--- config.mk ---
export PLATFORM = sky130hd
export DESIGN_NAME = fir_lowpass_31tap
export DESIGN_NICKNAME = d
export VERILOG_FILES = /design/src/rtl/fir_pkg.sv /design/src/rtl/fir_ctrl.sv /design/src/rtl/fir_dp.sv /design/src/rtl/fir_lowpass_31tap.sv
export SDC_FILE = /design/constraint.sdc
export NUM_CORES = 2
export LEC_CHECK = 0
export BUFFER_PORTS_ARGS = -buffer_cell sky130_fd_sc_hd__buf_2
export CORE_AREA = 2 2 299 242
export DETAILED_ROUTE_END_ITERATION = 8
export DIE_AREA = 0 0 301 244
export GPL_TIMING_DRIVEN = 0
export PLACE_DENSITY_LB_ADDON = 0.25
export SLEW_MARGIN = 20
export SYNTH_ARGS = -nofsm -noshare
export SYNTH_HDL_FRONTEND = slang
export SYNTH_HIERARCHICAL = 1
export SYNTH_SLANG_ARGS = --single-unit
--- constraint.sdc ---
create_clock -name clk -period 21.1 [get_ports clk]
set_input_delay 4.22 -clock clk [delete_from_list [all_inputs] [get_ports clk]]
set_output_delay 4.22 -clock clk [all_outputs]
set_load 0.02 [all_outputs]
--- src/rtl/fir_pkg.sv ---
`timescale 1ns / 1ps
// ----------------------------------------------------------------------------
// fir_pkg - shared types and constants for the 31-tap low-pass FIR
// Tap count, coefficient table and the controller-to-datapath command bundle.
// ----------------------------------------------------------------------------
package fir_pkg;

	localparam int TAPS      = 31;
	localparam int TAP_IDX_W = 5;
	localparam int COEF_W    = 12;
	localparam int FRAC_BITS = 16;

	// Commands from the controller to the datapath
	typedef struct packed {
		logic                 shift_en;   // push the new sample into the delay line
		logic                 clear_acc;  // zero the accumulator
		logic                 mul_en;     // register one tap product
		logic [TAP_IDX_W-1:0] tap;        // tap taken by the multiplier
		logic                 acc_en;     // add the registered product
		logic                 load_out;   // round, saturate and load the result
	} fir_cmd_t;

	// Symmetric unsigned Q0.16 coefficients
	function automatic logic [COEF_W-1:0] coef_lookup(input logic [TAP_IDX_W-1:0] idx);
		logic [COEF_W-1:0] c;
		unique case (idx)
			5'd0,  5'd30: c = 12'd1258;
			5'd1,  5'd29: c = 12'd1353;
			5'd2,  5'd28: c = 12'd1453;
			5'd3,  5'd27: c = 12'd1558;
			5'd4,  5'd26: c = 12'd1668;
			5'd5,  5'd25: c = 12'd1784;
			5'd6,  5'd24: c = 12'd1904;
			5'd7,  5'd23: c = 12'd2030;
			5'd8,  5'd22: c = 12'd2161;
			5'd9,  5'd21: c = 12'd2298;
			5'd10, 5'd20: c = 12'd2440;
			5'd11, 5'd19: c = 12'd2587;
			5'd12, 5'd18: c = 12'd2740;
			5'd13, 5'd17: c = 12'd2899;
			5'd14, 5'd16: c = 12'd3063;
			5'd15:        c = 12'd3146;
			default:      c = '0;
		endcase
		return c;
	endfunction

endpackage

--- src/rtl/fir_ctrl.sv ---
`timescale 1ns / 1ps
// ----------------------------------------------------------------------------
// fir_ctrl - sequencer for the shared multiply-accumulate
// Accepts a request, walks the taps one per cycle and hands the result to the
// output register once that register is free.
// ----------------------------------------------------------------------------
module fir_ctrl
	import fir_pkg::*;
(
	input  logic     clk,
	input  logic     arst_n,
	input  logic     sample_valid,
	output logic     sample_stall,
	output logic     filtered_valid,
	input  logic     filtered_stall,
	output fir_cmd_t cmd
);

	typedef enum logic [1:0] {
		ST_IDLE,
		ST_MAC,
		ST_LAST,
		ST_OUT
	} state_t;

	state_t               state_q;
	logic [TAP_IDX_W-1:0] tap_q;
	logic                 out_valid_q;
	logic                 in_take;
	logic                 out_take;
	logic                 out_free;

	localparam logic [TAP_IDX_W-1:0] LAST_TAP = TAP_IDX_W'(TAPS - 1);

	// Handshake qualifiers
	assign sample_stall   = (state_q != ST_IDLE);
	assign in_take        = sample_valid && !sample_stall;
	assign out_take       = out_valid_q && !filtered_stall;
	assign out_free       = !out_valid_q || !filtered_stall;
	assign filtered_valid = out_valid_q;

	// Decode commands from the current state
	always_comb begin
		cmd           = '0;
		cmd.tap       = tap_q;
		cmd.shift_en  = in_take;
		cmd.clear_acc = in_take;
		cmd.mul_en    = (state_q == ST_MAC);
		cmd.acc_en    = ((state_q == ST_MAC) && (tap_q != '0)) || (state_q == ST_LAST);
		cmd.load_out  = (state_q == ST_OUT) && out_free;
	end

	// Advance state, tap counter and result valid
	always_ff @(posedge clk or negedge arst_n) begin
		if (!arst_n) begin
			state_q     <= ST_IDLE;
			tap_q       <= '0;
			out_valid_q <= 1'b0;
		end else begin
			if (cmd.load_out)
				out_valid_q <= 1'b1;
			else if (out_take)
				out_valid_q <= 1'b0;
			unique case (state_q)
				ST_IDLE: begin
					tap_q <= '0;
					if (in_take)
						state_q <= ST_MAC;
				end
				ST_MAC: begin
					if (tap_q == LAST_TAP) begin
						state_q <= ST_LAST;
					end else begin
						tap_q <= tap_q + 1'b1;
					end
				end
				ST_LAST: begin
					state_q <= ST_OUT;
				end
				ST_OUT: begin
					if (out_free)
						state_q <= ST_IDLE;
				end
				default: state_q <= ST_IDLE;
			endcase
		end
	end

endmodule

--- src/rtl/fir_dp.sv ---
`timescale 1ns / 1ps
// ----------------------------------------------------------------------------
// fir_dp - delay line, shared multiply-accumulate and output stage
// One tap product per cycle, registered, then accumulated; the sum is
// rounded half up to sample scale and saturated into the output register.
// ----------------------------------------------------------------------------
module fir_dp
	import fir_pkg::*;
#(
	parameter int SAMPLE_BITS = 16
) (
	input  logic                          clk,
	input  logic                          arst_n,
	input  fir_cmd_t                      cmd,
	input  logic signed [SAMPLE_BITS-1:0] sample,
	output logic signed [SAMPLE_BITS-1:0] filtered
);

	localparam int PROD_W = SAMPLE_BITS + COEF_W + 1;
	localparam int ACC_W  = SAMPLE_BITS + 18;
	localparam int Y_W    = ACC_W - FRAC_BITS;

	localparam logic signed [Y_W-1:0] SAT_HI = Y_W'((64'sd1 <<< (SAMPLE_BITS - 1)) - 64'sd1);
	localparam logic signed [Y_W-1:0] SAT_LO = ~SAT_HI;
	localparam logic signed [ACC_W-1:0] RND_HALF = ACC_W'(64'sd1 <<< (FRAC_BITS - 1));

	logic signed [SAMPLE_BITS-1:0] hist_q [TAPS];
	logic signed [PROD_W-1:0]      prod_s1;
	logic signed [ACC_W-1:0]       acc_q;
	logic signed [SAMPLE_BITS-1:0] filtered_q;

	logic signed [COEF_W:0]   coef_s;
	logic signed [ACC_W-1:0]  prod_ext;
	logic signed [ACC_W-1:0]  acc_rnd;
	logic signed [Y_W-1:0]    y_full;
	logic signed [SAMPLE_BITS-1:0] y_sat;

	// Delay line, newest sample at entry zero
	always_ff @(posedge clk or negedge arst_n) begin
		if (!arst_n) begin
			for (int i = 0; i < TAPS; i++)
				hist_q[i] <= '0;
		end else if (cmd.shift_en) begin
			hist_q[0] <= sample;
			for (int i = 1; i < TAPS; i++)
				hist_q[i] <= hist_q[i-1];
		end
	end

	// Multiply one tap
	assign coef_s = $signed({1'b0, coef_lookup(cmd.tap)});

	always_ff @(posedge clk) begin
		if (cmd.mul_en)
			prod_s1 <= PROD_W'(hist_q[cmd.tap] * coef_s);
	end

	// Accumulate
	assign prod_ext = {{(ACC_W - PROD_W){prod_s1[PROD_W-1]}}, prod_s1};

	always_ff @(posedge clk) begin
		if (cmd.clear_acc)
			acc_q <= '0;
		else if (cmd.acc_en)
			acc_q <= acc_q + prod_ext;
	end

	// Round half up and saturate
	always_comb begin
		acc_rnd = acc_q + RND_HALF;
		y_full  = acc_rnd[ACC_W-1:FRAC_BITS];
		if (y_full > SAT_HI)
			y_sat = SAT_HI[SAMPLE_BITS-1:0];
		else if (y_full < SAT_LO)
			y_sat = SAT_LO[SAMPLE_BITS-1:0];
		else
			y_sat = y_full[SAMPLE_BITS-1:0];
	end

	// Hold the result until the next load
	always_ff @(posedge clk) begin
		if (cmd.load_out)
			filtered_q <= y_sat;
	end

	assign filtered = filtered_q;

endmodule

--- src/rtl/fir_lowpass_31tap.sv ---
`timescale 1ns / 1ps
// ----------------------------------------------------------------------------
// fir_lowpass_31tap - direct-form 31-tap low-pass FIR filter
// Fixed symmetric Q0.16 coefficients, result rounded and saturated.
// ----------------------------------------------------------------------------
//  channel   | valid          | stall          | payload
//  ----------+----------------+----------------+------------------------------
//  input     | sample_valid   | sample_stall   | sample   [SAMPLE_BITS] signed
//  output    | filtered_valid | filtered_stall | filtered [SAMPLE_BITS] signed
//
//  A request is accepted, then all 31 taps pass through the single shared
//  multiplier (one tap per cycle), then the final add; the output register
//  is loaded once free. The next request is accepted right after that load.
//  Reset clears the delay line to zero and empties the output register.
//  A stalled result holds in the output register; a finished sum waits for it.
// ----------------------------------------------------------------------------
module fir_lowpass_31tap
	import fir_pkg::*;
#(
	parameter int SAMPLE_BITS = 16
) (
	input  logic                          clk,
	input  logic                          arst_n,
	input  logic                          sample_valid,
	output logic                          sample_stall,
	input  logic signed [SAMPLE_BITS-1:0] sample,
	output logic                          filtered_valid,
	input  logic                          filtered_stall,
	output logic signed [SAMPLE_BITS-1:0] filtered
);

	fir_cmd_t cmd;

	fir_ctrl u_ctrl (
		.clk            (clk),
		.arst_n         (arst_n),
		.sample_valid   (sample_valid),
		.sample_stall   (sample_stall),
		.filtered_valid (filtered_valid),
		.filtered_stall (filtered_stall),
		.cmd            (cmd)
	);

	fir_dp #(
		.SAMPLE_BITS (SAMPLE_BITS)
	) u_dp (
		.clk      (clk),
		.arst_n   (arst_n),
		.cmd      (cmd),
		.sample   (sample),
		.filtered (filtered)
	);

endmodule

Word level (Yosys, flattened, before mapping)
Memories as Yosys holds them, arrays and structs flattened.
Cells that the tools add are included.
{"block": "word_totals", "ff_bits": 583, "romBits": 384, "output_inout_bits": 18, "elab_cells": 82, "memories": 1}
{"block": "classes", "add_sub_neg": 3, "mul": 1, "n_lt_le_gt_ge": 3, "n_eq_ne": 8, "mux": 12, "bitwise_logic": 1, "reduce_logical": 16}
{"memory": "(name not given)", "words": 32, "word_bits": 12, "rd": 1, "rd_clocked_by_memory_dff": 0, "wr": 0, "line": "fir_pkg.sv:26", "text": "unique case (idx)"}
{"operator": "$bmux W16 S5", "count": 1}
{"operator": "$mux W16", "count": 3}
{"operator": "$add A34 B17 Y34 const B", "count": 1}
{"operator": "$add A34 B29 Y34", "count": 1}
{"operator": "$mul A16 B13 Y29", "count": 1}
{"operator": "$gt A18 B16 Y1 const B", "count": 1}
{"operator": "$lt A18 B16 Y1 const B", "count": 1}
{"operator": "$pmux W5 S2", "count": 1}
{"operator": "$pmux W2 S4", "count": 1}
{"operator": "$ge A6 B6 Y1 const B", "count": 1}
{"operator": "$mux W2", "count": 3}
{"operator": "$ne A2 B1 Y1 const B", "count": 3}
{"operator": "$not A5 Y6", "count": 1}
{"operator": "$reduce_bool A2 Y1", "count": 3}
{"operator": "$add A5 B1 Y5 const B", "count": 1}
{"operator": "$eq A5 B5 Y1 const B", "count": 1}
{"operator": "$mux W5", "count": 1}
{"operator": "$reduce_bool A5 Y1", "count": 1}
{"operator": "$eq A2 B2 Y1 const B", "count": 2}
{"operator": "$logic_and A1 B1 Y1", "count": 4}
{"operator": "$logic_not A1 Y1", "count": 3}
{"operator": "$reduce_and A3 Y1", "count": 1}
{"operator": "$eq A2 B1 Y1 const B", "count": 1}
{"operator": "$logic_not A2 Y1", "count": 1}
{"operator": "other kinds (4)", "count": 6}

Longest topological paths before layout
{"block": "depth", "ltp_word": 5, "mapped_depth": 33}

Cells and area by module
Netlist, hierarchy kept.
{"module": "fir_dp", "n_inst": 1, "cells_each": 2748, "area_each_um2": 34433.0}
{"module": "fir_ctrl", "n_inst": 1, "cells_each": 54, "area_each_um2": 563.0}

Worst setup path after synthesis
OpenSTA, ideal clock, no wires.
{"block": "synth_timing", "path_type": "reg-to-reg", "from": "reg u_ctrl.tap_q[0]", "to": "reg u_dp.prod_s1[27], data pin", "setup_ns": 0.258, "t_arrival_ns": 7.498, "t_required_ns": 20.842, "setup_slack_ns": 13.345, "path_stages_with_launch": 30, "path_buffers": 6, "cell_sequence": "dfrtp_1 > buf_4 > buf_6 > buf_6 > clkinv_1 > buf_2 > ha_1 > clkbuf_1 > o311ai_1 > clkbuf_1 > nor2_1 > fa_1 > inv_1 > fa_1 > inv_1 > fa_1 > fa_1 > inv_1 > fa_1 > inv_1 > ha_1 > a21o_1 > a21o_1 > a21oi_1 > o221ai_1 > o31ai_1 > o21ai_0 > a211o_1 > a21oi_1 > xnor2_1"}
{"block": "synth_between", "elab_chain_len": 5, "elab_cells_between_ends": 6, "cone_classes": "mul (1); mux (3); bitwise (1); memory (1)"}
{"element": "start: declaration", "line": "fir_ctrl.sv:27", "text": "logic [TAP_IDX_W-1:0] tap_q;"}
{"element": "start signal: assignment", "line": "fir_ctrl.sv:74", "text": "tap_q <= tap_q + 1'b1;"}
{"element": "$not A5 Y6 (not written as such)", "line": "fir_dp.sv:55", "text": "prod_s1 <= PROD_W'(hist_q[cmd.tap] * coef_s);"}
{"element": "$bmux W16 S5", "line": "fir_dp.sv:55"}
{"element": "$mux W16 (not written as such) (2 in series)", "line": "fir_dp.sv:55"}
{"element": "$mul A16 B13 Y29 (*)", "line": "fir_dp.sv:55"}
{"element": "end signal: assignment", "line": "fir_dp.sv:55"}
{"element": "end: declaration", "line": "fir_dp.sv:28", "text": "logic signed [PROD_W-1:0] prod_s1;"}
Every way passes the cells marked *; elsewhere a longest branch is shown, timed or not. The select of a mux whose other input is x is not followed.
A chain may end at the register's enable or synchronous reset.

Worst setup path after layout
{"block": "layout_timing", "from": "reg u_ctrl.tap_q[1]", "to": "reg u_dp.prod_s1[27], data pin"}
The elaborated chain is that of the path after synthesis.

==> metrics.csv <==
stage,metric,value,unit
run_status,status,finished clean,
clock_network,tritoncts,done,
global_route,grt_max_degree,107,
timing,relSlewSlack,21.6,%
timing,fmax,91.5,MHz
placement,port_buffers,37,
global_route,grt_remaining_overflow,0,
clock_network,ctsHtreeMaxLevel,2,
synth,synth_edf_count,45,
synth,ys_ff_latch,583,
timing,final_hold_viol_count,0,
finish,area_growth,10.0,%
timing,tns,0,ns
route,postRouteAntennaNets,0,
route,num_vias,22900,
floorplanning,die_h,244,um
clock_network,numCtsBuffers,59,
placement,dp_worst_setup_slack,10.44,ns
route,wire_per_inst,23.4,um
timing,period_share,51.8,%
synth,synthDistinctLibCells,77,
placement,gp_congestion,0.885,
global_route,grt.total_usage,25.6,%
timing,setup_ws,10.17,ns
clock_network,cts_resized,0,
synth,ys_warn_count,6,
route,wirelength,91.2,mm
synth,avgSynthCellArea,12.5,sq um
floorplanning,coreArea,0.0702,sq mm
setup_path,crit_path_top_delay_cell,nor3_2,
timing,setup_viol,0,
setup_path,startpoint,u_ctrl/tap_q[1]$_DFFE_PN0P_,
synth,yosysTopAreaCell,dfrtp_1,
synth,synth-async-reset-ratio,86.4,%
timing,skew,0.0540,ns
finish,fin_nets,3220,
synth,syn_nets,3115,
setup_path,cp-start-kind,flop,
route,firstDrtPassIters,5,
finish,layout-drive-gt1-share,28.4,%
timing,maxSlewViolCount,0,
setup_path,worst_path_most_repeated_cell,fa_1,
setup_path,critPathMaxFanout,10,
setup_path,critPathArrivalTime,11.31,ns
setup_path,r2r_start,u_ctrl/tap_q[1]$_DFFE_PN0P_,
setup_path,end_kind,flop,
synth,synthCells,2802,
clock_network,clk_pin_slew,0.06,ns
setup_path,crit_required,21.49,ns
global_route,antenna_found_initial,0,
timing,max_slew.worst_pin.slew,1.18,ns
worst_hold_path,hold_class,reg2reg,
route,drc_errors,0,
clock_network,post_cts_buffers,0,
synth,synth_top_cell_area_share,36.0,%
synth,ys_seq_area_share,41.8,%
setup_path,max_stage_delay,0.72,ns
job,maxCapViolCount,0,
synth,yosys-top-cells-area,"dfrtp_1 36%, mux2_2 17%, fa_1 10%",
finish,diodes,0,
worst_hold_path,min_from,u_dp/hist_q[309]$_DFFE_PN0P_,
global_route,grt_pass1_vias,24000,
timing,rsz0062_at_grt,false,
clock_network,cts.sinks,583,
route,via_per_inst,5.90,
global_route,grt_pass1_wl,144,mm
synth,synth_area,0.0350,sq mm
floorplanning,die-area,0.0734,sq mm
clock_network,clk_latency,0.66,ns
floorplanning,die_w,301,um
floorplanning,start_util,49.8,%
clock_network,hold_buffers,0,
clock_network,clockBufferDepth,3,
clock_network,clock-root-buffer,clkbuf_16,
synth,synthTopCellsByCount,"515 x mux2_2, 504 x dfrtp_1, 281 x inv_1",
synth,synth_flop_cell,dfrtp_1,
setup_path,critical_path_class,reg2reg,
synth,yosysMostFrequentCell,mux2_2,
setup_path,path_delay_family,adder cells,
timing,period_needed,10.93,ns
floorplanning,pin_count,38,
route,first_iter_violations,1874,
placement,dp_hpwl,68.0,mm
floorplanning,num_rows,87,
setup_path,crit_buf_inv,8,
cell usage in the layout, fill, tap and decap left out, types with 22 or more instances in the layout:
| master | netlist | final |
|---|---|---|
| dfxtp_1 | 34 | 34 |
| o21ai_0 | 64 | 64 |
| fa_1 | 179 | 179 |
| xnor2_1 | 44 | 44 |
| mux4_2 | 117 | 117 |
| buf_2 | 23 | 59 |
| clkbuf_1 | 104 | 110 |
| mux2i_1 | 68 | 68 |
| clkbuf_16 | 0 | 59 |
| mux2_2 | 515 | 515 |
| dfrtp_1 | 504 | 504 |
| xor2_1 | 22 | 22 |
| edfxtp_1 | 45 | 45 |
| inv_1 | 281 | 281 |
| nor3_1 | 33 | 31 |
| nor2_1 | 180 | 180 |
| a21oi_1 | 55 | 55 |
| a21o_1 | 35 | 35 |
| nand2_1 | 119 | 119 |
| ha_1 | 114 | 113 |
layout make-up:
class                           count  area [sq um]
Multi-Input combinational cell   1788         18700
Tap cell                          934          1170
Clock inverter                     30           287
Clock buffer                       79          1660
Fill cell                        5884         31700
Sequential cell                   583         14600
Inverter                          283          1060
Buffer                            148           634
Timing Repair Buffer               44           352
sequential cells by signal, summed over array words and instances, names as in the netlist:
name                   cells
u_dp/filtered             16
u_dp/prod_s1              29
u_dp/hist_q              496
u_ctrl/state_q             2
u_dp/acc_q                34
u_ctrl/tap_q               5
u_ctrl/filtered_valid      1
worst register-to-register path: stages, from the launching register on:
cell and delay [ns]:
dfrtp_1 0.71, buf_2 0.37, buf_2 0.44, buf_2 0.56
buf_2 0.51, mux4_2 0.41, mux2i_1 0.61, o22ai_1 0.22
nor3_2 0.72, nor2_1 0.15, fa_1 0.56, inv_1 0.05
fa_1 0.58, inv_1 0.08, fa_1 0.47, fa_1 0.49
inv_1 0.05, fa_1 0.52, inv_1 0.04, ha_1 0.34
a211o_1 0.33, o211ai_1 0.35, o221ai_1 0.24, o31ai_1 0.63
o21ai_0 0.41, a211o_1 0.36, a21oi_1 0.17, xnor2_1 0.28
path summary, 6_finish.rpt:
check	slack, ns	endpoint	cells after the start
worst max-delay path	10.17	u_dp/prod_s1[27]$_DFFE_PP_	27
worst min-delay path	0.49	u_dp/hist_q[293]$_DFFE_PN0P_	1
worst max register to register	10.17	u_dp/prod_s1[27]$_DFFE_PP_	27
worst min register to register	0.49	u_dp/hist_q[293]$_DFFE_PN0P_	1
max in group asynchronous	15.86	u_ctrl/state_q[0]$_DFFE_PN0P_	4
min in group asynchronous	3.51	u_dp/hist_q[104]$_DFFE_PN0P_	1
metal layers:
| layer | share of wire [%] | global-route usage [%] |
|---|---|---|
| met1 | 48 | 39.1 |
| met2 | 43 | 37.1 |
| met3 | 7.9 | 5.86 |
| met4 | 1.9 | 5.58 |
| met5 | 0 | 0 |
cells by family (layout without fill, tap and decap cells):
| logic type | after synthesis | in the layout | synth area share, % |
|---|---|---|---|
| fa+ha+maj | 293 | 293 | 14.3 |
| mux | 702 | 702 | 26.1 |
| simple gates | 440 | 440 | 5.68 |
| xor+xnor | 66 | 66 | 1.65 |
| buf+inv | 431 | 584 | 4.84 |
| flops | 583 | 583 | 41.8 |
| compound gates | 287 | 287 | 5.55 |
stage by stage:
step / utilization (%) / std cells / hold slack [ns] / cell area, sq um
after global routing: 54.8 / 3889 / 0.510 / 38500
after detailed placement: 52.1 / 3780 / 0.482 / 36600
final: 54.8 / 3889 / 0.488 / 38500
after CTS: 54.8 / 3889 / 0.482 / 38500
after global placement: 51.8 / 3773 / 0.475 / 36300
after floorplan: - / 2802 / 0.463 / 35000
Power is not shown: default switching activity piles up to over one toggle a cycle in this logic, so the estimate is an artifact.
